## src/hdl/olar_pkg.sv

```systemverilog
`timescale 1ns / 1ps

package olar_pkg;

  localparam int unsigned CAPACITY = 16;
  localparam int unsigned VAL_W    = 32;
  localparam int unsigned OP_W     = 2;
  localparam int unsigned STAT_W   = 3;
  localparam int unsigned CNT_W    = $clog2(CAPACITY + 1);

  typedef enum logic [OP_W-1:0] {
    OP_APPEND = 2'd0,
    OP_REMOVE = 2'd1,
    OP_READ   = 2'd2,
    OP_NONE   = 2'd3
  } op_e;

  typedef enum logic [STAT_W-1:0] {
    ST_APPENDED  = 3'd0,
    ST_FULL      = 3'd1,
    ST_REMOVED   = 3'd2,
    ST_NOT_FOUND = 3'd3,
    ST_READ      = 3'd4
  } status_e;

  typedef enum logic {
    S_IDLE = 1'b0,
    S_READ = 1'b1
  } state_e;

  // Command broadcast to every cell of the chain.
  typedef struct packed {
    logic                    append;
    logic                    remove;
    logic                    rotate;
    logic signed [VAL_W-1:0] key;
  } cell_cmd_t;

endpackage

```

## src/hdl/olar_in_if.sv

```systemverilog
`timescale 1ns / 1ps

interface olar_in_if;
  import olar_pkg::*;

  logic                    valid;
  logic                    ready;
  logic [OP_W-1:0]         operation;
  logic signed [VAL_W-1:0] value;

  modport source (output valid, output operation, output value, input ready);
  modport sink (input valid, input operation, input value, output ready);

endinterface

```

## src/hdl/olar_out_if.sv

```systemverilog
`timescale 1ns / 1ps

interface olar_out_if;
  import olar_pkg::*;

  logic                    valid;
  logic                    ready;
  logic signed [VAL_W-1:0] item_value;
  logic [STAT_W-1:0]       status;
  logic                    list_empty;
  logic                    last;

  modport source (output valid, output item_value, output status, output list_empty,
                  output last, input ready);
  modport sink (input valid, input item_value, input status, input list_empty,
                input last, output ready);

endinterface

```

## src/hdl/ordered_list_append_remove.sv

```systemverilog
`timescale 1ns / 1ps
// Append and remove: the result is registered and shows in the cycle after the item is
// taken, and a new item is taken every cycle while results are drained.
// Read-out of n values: the block takes no new item until the read state has loaded
// them, one per cycle while results are drained, as the cell ring turns by one.
// Reset clears the occupied flags and the count; stored values are not cleared.
module ordered_list_append_remove (
  input logic clk_i,
  input logic rst_ni,
  olar_in_if.sink    in_i,
  olar_out_if.source out_o
);
  import olar_pkg::*;

  state_e state_q, state_d;

  logic [CNT_W-1:0] count_q, rd_idx_q;
  logic             full, found, rd_last, out_free, in_ready, accept, load;
  op_e              op;
  cell_cmd_t        cmd;

  logic                    occ_w   [CAPACITY];
  logic                    match_w [CAPACITY];
  logic signed [VAL_W-1:0] value_w [CAPACITY];

  logic                    out_valid_q;
  logic signed [VAL_W-1:0] out_item_q, out_item_d;
  status_e                 out_status_q, out_status_d;
  logic                    out_empty_q, out_empty_d;
  logic                    out_last_q, out_last_d;

  for (genvar i = 0; i < CAPACITY; i++) begin : g_cell
    logic                    prev_occ, match_in, next_occ;
    logic signed [VAL_W-1:0] next_value;

    if (i == 0) begin : g_head
      assign prev_occ = 1'b1;
      assign match_in = 1'b0;
    end else begin : g_body
      assign prev_occ = occ_w[i-1];
      assign match_in = match_w[i-1];
    end

    if (i == CAPACITY - 1) begin : g_tail
      assign next_occ   = 1'b0;
      assign next_value = '0;
    end else begin : g_inner
      assign next_occ   = occ_w[i+1];
      assign next_value = value_w[i+1];
    end

    olar_cell u_cell (
      .clk_i        (clk_i),
      .rst_ni       (rst_ni),
      .cmd_i        (cmd),
      .prev_occ_i   (prev_occ),
      .match_i      (match_in),
      .next_occ_i   (next_occ),
      .next_value_i (next_value),
      .head_value_i (value_w[0]),
      .occ_o        (occ_w[i]),
      .match_o      (match_w[i]),
      .value_o      (value_w[i])
    );
  end

  assign op       = op_e'(in_i.operation);
  assign full     = (count_q == CNT_W'(CAPACITY));
  assign found    = match_w[CAPACITY-1];
  assign rd_last  = ((rd_idx_q + CNT_W'(1)) == count_q);
  assign out_free = !out_valid_q || out_o.ready;
  assign accept   = in_i.valid && in_ready;

  always_comb begin
    state_d = state_q;
    unique case (state_q)
      S_IDLE: begin
        if (accept && (op == OP_READ) && (count_q != '0)) begin
          state_d = S_READ;
        end
      end
      S_READ: begin
        if (out_free && rd_last) begin
          state_d = S_IDLE;
        end
      end
      default: state_d = S_IDLE;
    endcase
  end

  always_comb begin
    in_ready     = 1'b0;
    load         = 1'b0;
    cmd          = '{append: 1'b0, remove: 1'b0, rotate: 1'b0, key: in_i.value};
    out_item_d   = '0;
    out_status_d = ST_READ;
    out_empty_d  = 1'b0;
    out_last_d   = 1'b1;
    unique case (state_q)
      S_IDLE: begin
        in_ready = out_free;
        if (accept) begin
          unique case (op)
            OP_APPEND: begin
              cmd.append   = 1'b1;
              load         = 1'b1;
              out_status_d = full ? ST_FULL : ST_APPENDED;
              // A full list is never empty, so the list holds a value either way.
              out_empty_d  = 1'b0;
            end
            OP_REMOVE: begin
              cmd.remove   = 1'b1;
              load         = 1'b1;
              out_status_d = found ? ST_REMOVED : ST_NOT_FOUND;
              out_empty_d  = found ? (count_q == CNT_W'(1)) : (count_q == '0);
            end
            OP_READ: begin
              if (count_q == '0) begin
                load         = 1'b1;
                out_status_d = ST_READ;
                out_empty_d  = 1'b1;
              end
            end
            OP_NONE: begin
            end
            default: begin
            end
          endcase
        end
      end
      S_READ: begin
        if (out_free) begin
          load         = 1'b1;
          cmd.rotate   = 1'b1;
          out_item_d   = value_w[0];
          out_status_d = ST_READ;
          out_last_d   = rd_last;
        end
      end
      default: begin
      end
    endcase
  end

  always_ff @(posedge clk_i or negedge rst_ni) begin
    if (!rst_ni) begin
      state_q     <= S_IDLE;
      count_q     <= '0;
      rd_idx_q    <= '0;
      out_valid_q <= 1'b0;
    end else begin
      state_q <= state_d;
      if (cmd.append && !full) begin
        count_q <= count_q + CNT_W'(1);
      end else if (cmd.remove && found) begin
        count_q <= count_q - CNT_W'(1);
      end
      if (state_q == S_IDLE) begin
        rd_idx_q <= '0;
      end else if (load) begin
        rd_idx_q <= rd_idx_q + CNT_W'(1);
      end
      if (load) begin
        out_valid_q <= 1'b1;
      end else if (out_o.ready) begin
        out_valid_q <= 1'b0;
      end
    end
  end

  always_ff @(posedge clk_i) begin
    if (load) begin
      out_item_q   <= out_item_d;
      out_status_q <= out_status_d;
      out_empty_q  <= out_empty_d;
      out_last_q   <= out_last_d;
    end
  end

  assign in_i.ready       = in_ready;
  assign out_o.valid      = out_valid_q;
  assign out_o.item_value = out_item_q;
  assign out_o.status     = out_status_q;
  assign out_o.list_empty = out_empty_q;
  assign out_o.last       = out_last_q;

endmodule

```

## src/hdl/olar_cell.sv

```systemverilog
`timescale 1ns / 1ps

module olar_cell (
  input  logic                              clk_i,
  input  logic                              rst_ni,
  input  olar_pkg::cell_cmd_t               cmd_i,
  input  logic                              prev_occ_i,
  input  logic                              match_i,
  input  logic                              next_occ_i,
  input  logic signed [olar_pkg::VAL_W-1:0] next_value_i,
  input  logic signed [olar_pkg::VAL_W-1:0] head_value_i,
  output logic                              occ_o,
  output logic                              match_o,
  output logic signed [olar_pkg::VAL_W-1:0] value_o
);
  import olar_pkg::*;

  logic                    occ_q, occ_d;
  logic signed [VAL_W-1:0] value_q, value_d;
  logic                    hit;

  assign hit     = occ_q && (value_q == cmd_i.key);
  // Set in the first matching cell and in every cell behind it.
  assign match_o = match_i || hit;

  always_comb begin
    occ_d   = occ_q;
    value_d = value_q;
    priority if (cmd_i.append) begin
      // Only the first free cell sees an occupied neighbor on its left.
      if (!occ_q && prev_occ_i) begin
        occ_d   = 1'b1;
        value_d = cmd_i.key;
      end
    end else if (cmd_i.remove) begin
      if (match_o) begin
        occ_d   = next_occ_i;
        value_d = next_value_i;
      end
    end else if (cmd_i.rotate) begin
      // The tail cell wraps around to the head, so the list turns as a ring.
      if (occ_q) begin
        value_d = next_occ_i ? next_value_i : head_value_i;
      end
    end else begin
      // No command: the cell holds its contents.
      occ_d   = occ_q;
      value_d = value_q;
    end
  end

  always_ff @(posedge clk_i or negedge rst_ni) begin
    if (!rst_ni) begin
      occ_q <= 1'b0;
    end else begin
      occ_q <= occ_d;
    end
  end

  always_ff @(posedge clk_i) begin
    value_q <= value_d;
  end

  assign occ_o   = occ_q;
  assign value_o = value_q;

endmodule

```

## src/flat_wrapper.sv

```systemverilog
// flat-port wrapper written by rule: the top's interface ports become plain ports
module ordered_list_append_remove_flat import olar_pkg::*;
  (clk_i, rst_ni, in_i_valid, in_i_operation, in_i_value, in_i_ready, out_o_valid, out_o_item_value, out_o_status, out_o_list_empty, out_o_last, out_o_ready);
  olar_in_if in_i_i ();
  olar_out_if out_o_i ();
  input logic clk_i;
  input logic rst_ni;
  input wire logic [$bits(in_i_i.valid)-1:0] in_i_valid;
  input wire logic [$bits(in_i_i.operation)-1:0] in_i_operation;
  input wire logic [$bits(in_i_i.value)-1:0] in_i_value;
  output wire logic [$bits(in_i_i.ready)-1:0] in_i_ready;
  output wire logic [$bits(out_o_i.valid)-1:0] out_o_valid;
  output wire logic [$bits(out_o_i.item_value)-1:0] out_o_item_value;
  output wire logic [$bits(out_o_i.status)-1:0] out_o_status;
  output wire logic [$bits(out_o_i.list_empty)-1:0] out_o_list_empty;
  output wire logic [$bits(out_o_i.last)-1:0] out_o_last;
  input wire logic [$bits(out_o_i.ready)-1:0] out_o_ready;
  assign in_i_i.valid = in_i_valid;
  assign in_i_i.operation = in_i_operation;
  assign in_i_i.value = in_i_value;
  assign in_i_ready = in_i_i.ready;
  assign out_o_valid = out_o_i.valid;
  assign out_o_item_value = out_o_i.item_value;
  assign out_o_status = out_o_i.status;
  assign out_o_list_empty = out_o_i.list_empty;
  assign out_o_last = out_o_i.last;
  assign out_o_i.ready = out_o_ready;
  ordered_list_append_remove u_core (.clk_i(clk_i), .rst_ni(rst_ni), .in_i(in_i_i), .out_o(out_o_i));
endmodule
```

## config.mk

```make
export PLATFORM = sky130hd
export DESIGN_NAME = ordered_list_append_remove_flat
export DESIGN_NICKNAME = d
export VERILOG_FILES = /design/src/hdl/olar_pkg.sv /design/src/hdl/olar_in_if.sv /design/src/hdl/olar_out_if.sv /design/src/hdl/ordered_list_append_remove.sv /design/src/hdl/olar_cell.sv /design/src/flat_wrapper.sv
export SDC_FILE = /design/constraint.sdc
export NUM_CORES = 2
export LEC_CHECK = 0
export BUFFER_PORTS_ARGS = -buffer_cell sky130_fd_sc_hd__buf_4
export CAP_MARGIN = 30
export CORE_ASPECT_RATIO = 0.8
export CORE_MARGIN = 1.5
export CORE_UTILIZATION = 45
export CTS_BUF_LIST = sky130_fd_sc_hd__clkbuf_4 sky130_fd_sc_hd__clkbuf_8
export DETAILED_ROUTE_END_ITERATION = 16
export GPL_TIMING_DRIVEN = 0
export HOLD_SLACK_MARGIN = 0.15
export PLACE_DENSITY = 0.69
export SLEW_MARGIN = 5
export SYNTH_ARGS = -nofsm -noshare
export SYNTH_HDL_FRONTEND = slang
export SYNTH_SLANG_ARGS = --single-unit
```

## constraint.sdc

```tcl
create_clock -name clk_i -period 7.6 [get_ports clk_i]
set_input_delay 1.52 -clock clk_i [delete_from_list [all_inputs] [get_ports clk_i]]
set_output_delay 1.52 -clock clk_i [all_outputs]
set_load 0.01 [all_outputs]
```

==> results.py <==
metrics = {
    "worst_setup_path": {
        "arrival_ns": 5.76,
        "crit_type": "input port to flip-flop",
        "critPathRequiredTime_ns": 8.02,
        "r2r-end": "u_core.g_cell[8].u_cell.value_o[1]",
        "critPathCaptureType": "flip-flop",
        "crit_buf_inv": 5,
        "ff2ff_path_depth": 8,
        "reg2reg_from": "u_core.out_o.valid",
        "path_max_fanout": 10,
        "critical_path.cell_chain": "buf_4 > nor2b_1 > nor2_1 > nand3_1 > clkbuf_1 > clkbuf_1 > buf_8 > clkbuf_1 > a31oi_1",
        "r2r_setup_slack_ns": 2.73,
        "cpPeakStageDelay_ns": 0.82,
        "start_kind": "input port",
        "crit_slowest_cell": "clkbuf_1",
        "crit_path_frequent_cell": "clkbuf_1",
        "cp_top_family": "buffers and inverters",
    },
    "clock_tree": {
        "htreeDepth": 3,
        "post_cts_buffers": 0,
        "clk_pin_slew_ns": 0.07,
        "clk_latency_ns": 0.78,
        "cts_sinks": 577,
        "postCtsHoldBufs": 0,
        "cts_max_path_buffers": 3,
        "clock-root-buffer": "clkbuf_8",
        "cts_tree": "done",
        "cts_buffers": 99,
        "cts_resized": 0,
    },
    "floorplanning": {
        "io_pins": 77,
        "start_util_pct": 45.60,
        "num_rows": 90,
        "floorplan.die_area_um2": 78360,
        "fp.dieH_um": 250.7,
        "core_um2": 75670,
        "die_w_um": 312.6,
    },
    "synthesis": {
        "synth_most_common_cell": "nand2_1",
        "synth_cells": 3678,
        "yosys_warnings": 0,
        "yosys-top-cells-count": "nand2_1, edfxtp_1, a31oi_1, xor2_1, clkbuf_1",
        "yosys.cell_types.count": 73,
        "synth-main-ff-cell": "edfxtp_1",
        "synthesis.area_um2": 34510,
        "avgSynthCellArea_um2": 9.382,
        "ys_ff_latch": 577,
        "synth_area_leader_cell": "edfxtp_1",
        "synthTopCellsByArea": "edfxtp_1, nand2_1, a31oi_1",
        "synth_edf_count": 549,
        "async_flop_share_pct": 4.853,
        "ys_seq_area_share_pct": 49.81,
        "syn_nets": 3724,
        "synth_top_area_share_pct": 47.78,
    },
    "sta": {
        "timing.fmax_mhz": 187.0,
        "post-route-min-period_ns": 5.348,
        "relSlewSlack_pct": 27.81,
        "period_share_pct": 70.37,
        "skew_ns": 0.03548,
        "finalMaxSlewViolations": 0,
        "finalHoldViolations": 0,
        "setup_viol": 0,
        "worst_pin_slew_ns": 1.083,
        "rsz0062_at_grt": "false",
    },
    "global_route": {
        "grt_max_degree": 33,
        "gr-total-overflow": 0,
        "antenna_found_initial": 0,
        "grt_pass1_wl_um": 233300,
        "first_global_vias": 29040,
        "grt.total_usage_pct": 43.79,
    },
    "pwr": {
        "leakagePower_nw": 13.93,
        "ir_worst_vdd_mv": 0.1552,
        "total_power_mw": 8.083,
        "power_density_nw_per_um2": 207.0,
    },
    "placed_design": {
        "gp_routability_congestion": 1.045,
        "dp_hpwl_um": 138300,
        "port_buffers": 47,
    },
    "routing": {
        "wl_um": 175200,
        "num_vias": 32400,
        "viasPerCell": 6.512,
        "wl_per_cell_um": 35.20,
        "drc_errors": 0,
        "drt_iter0_markers": 5807,
        "drtAntennaViolNets": 0,
        "firstDrtPassIters": 9,
    },
    "worst_hold_path": {
        "hold_class": "flip-flop to flip-flop",
        "hp-start": "u_core.rd_idx_q[1]",
        "hold_end": "u_core.rd_idx_q[1]",
        "min_delay_path_depth": 2,
    },
    "final_layout": {
        "finalNetCount": 3928,
        "diodes": 0,
        "final_util_pct": 51.60,
        "areaGrowthSynthToFinish_pct": 13.16,
        "layout-drive-gt1-share_pct": 9.410,
    },
    "job": {
        "max_cap_viol_count": 0,
    },
    "run_status": {
        "status": "completed",
    },
}
[flip-flops by register name, summed over array words and instances, names as in the netlist]
signal,flops
u_core.out_o.status,3
u_core.out_o.last,1
u_core.out_o.list_empty,1
u_core.state_q,1
u_core.g_cell.u_cell.value_o,512
u_core.rd_idx_q,5
u_core.out_o.item_value,32
u_core.out_o.valid,1
u_core.count_q,5
u_core.g_cell.u_cell.occ_o,16
[kinds of logic (layout without fill, tap and decap cells)]
kind of cell / after synthesis / after routing / synth area share (%)
buf+inv: 365 / 651 / 4.536
simple gates: 1631 / 1631 / 21.19
fa+ha+maj: 8 / 8 / 0.2901
compound gates: 570 / 570 / 10.68
mux: 7 / 7 / 0.2067
flops: 577 / 577 / 49.81
xor+xnor: 520 / 520 / 13.29
[cell usage in the layout (no fill, tap or decap), types with 8 or more instances in the layout]
| cell | synthesis | routed |
|---|---|---|
| nor4b_1 | 10 | 10 |
| nor4_1 | 133 | 132 |
| nand4_1 | 99 | 99 |
| inv_1 | 15 | 15 |
| and3_1 | 39 | 39 |
| clkinv_1 | 0 | 19 |
| dfrtp_1 | 28 | 28 |
| buf_8 | 0 | 36 |
| clkbuf_8 | 0 | 101 |
| clkinv_2 | 0 | 19 |
| nand2b_1 | 17 | 17 |
| clkbuf_1 | 263 | 260 |
| buf_6 | 9 | 13 |
| nor2_1 | 109 | 109 |
| edfxtp_1 | 549 | 549 |
| nand4b_1 | 15 | 15 |
| o21ai_0 | 23 | 19 |
| or4_1 | 20 | 20 |
| nand3_1 | 41 | 41 |
| nand2_1 | 1080 | 1078 |
| buf_12 | 0 | 12 |
| buf_4 | 23 | 73 |
| a31oi_1 | 459 | 459 |
| buf_1 | 20 | 20 |
| clkbuf_4 | 0 | 34 |
| xor2_1 | 306 | 306 |
| xnor2_1 | 210 | 210 |
| ha_1 | 8 | 8 |
| a22o_1 | 33 | 31 |
| buf_2 | 33 | 34 |
| nor3_1 | 30 | 30 |
| a21oi_1 | 22 | 20 |
[worst reg2reg max path, delay by kind of cell, from the launching register on]
family | cells | cell delay [ns]
AOI/OAI and AO/OA | 1 | 0.36
buffers and inverters | 4 | 2.20
and+or+nand+nor | 3 | 1.62
DFF | 1 | 0.37
[worst max path at each step]
stage | start | endpoint | slack (ns) | cells past startpoint
2_1_floorplan | in_i_value[0] | u_core.g_cell[4].u_cell.value_o[0] | 1.60 | 10
3_3_place_gp | out_o_ready | u_core.g_cell[4].u_cell.value_o[13] | -0.72 | 8
3_5_place_dp | out_o_ready | u_core.g_cell[8].u_cell.value_o[1] | 1.88 | 9
4_1_cts | out_o_ready | u_core.g_cell[8].u_cell.value_o[1] | 2.66 | 9
5_1_grt | out_o_ready | u_core.g_cell[8].u_cell.value_o[1] | 2.42 | 9
6_report | out_o_ready | u_core.g_cell[8].u_cell.value_o[1] | 2.25 | 9
[per-stage QoR]
step / setup WS (ns) / setup TNS (ns) / hold slack, ns / instance area [µm²] / instances
3_5_place_dp: 1.876 / 0 / 0.5459 / 37070 / 4791
4_1_cts: 2.656 / 0 / 0.5592 / 39020 / 4974
2_1_floorplan: 1.602 / 0 / 0.5184 / 34510 / 3678
6_report: 2.252 / 0 / 0.5561 / 39050 / 4976
5_1_grt: 2.420 / 0 / 0.5862 / 39050 / 4976
3_3_place_gp: -0.7177 / -45.37 / 0.5380 / 36120 / 4737
[power by group]
| group | internal [mW] | leakage [nW] | total [mW] | switching [mW] |
|---|---|---|---|---|
| Sequential | 3.70 | 5.36 | 3.83 | 0.126 |
| Combinational | 0.408 | 7.53 | 1.30 | 0.896 |
| Clock | 1.48 | 1.04 | 2.95 | 1.47 |
[routing by layer]
metal / share of wire [%] / vias to the layer above / routed length (µm) / track usage (%)
met5: 0 / - / 0 / 0
met4: 7.7 / 0 / 13500 / 28.13
met3: 15 / 440 / 26000 / 14.22
met2: 40 / 3019 / 69380 / 60.23
met1: 38 / 15320 / 66280 / 59.03
li1: - / 13620 / - / -
[layout make-up]
cell class | count | area (µm²)
plain buffers | 348 | 1505
clock buffers | 135 | 1645
clock inverters | 48 | 304.0
fillers | 7076 | 36630
inverters | 17 | 63.81
multi-input cells | 2736 | 15870
flip-flops and latches | 577 | 17190
well taps | 1012 | 1266
repair buffers | 103 | 1206
Power figures use the tool's default switching activity.
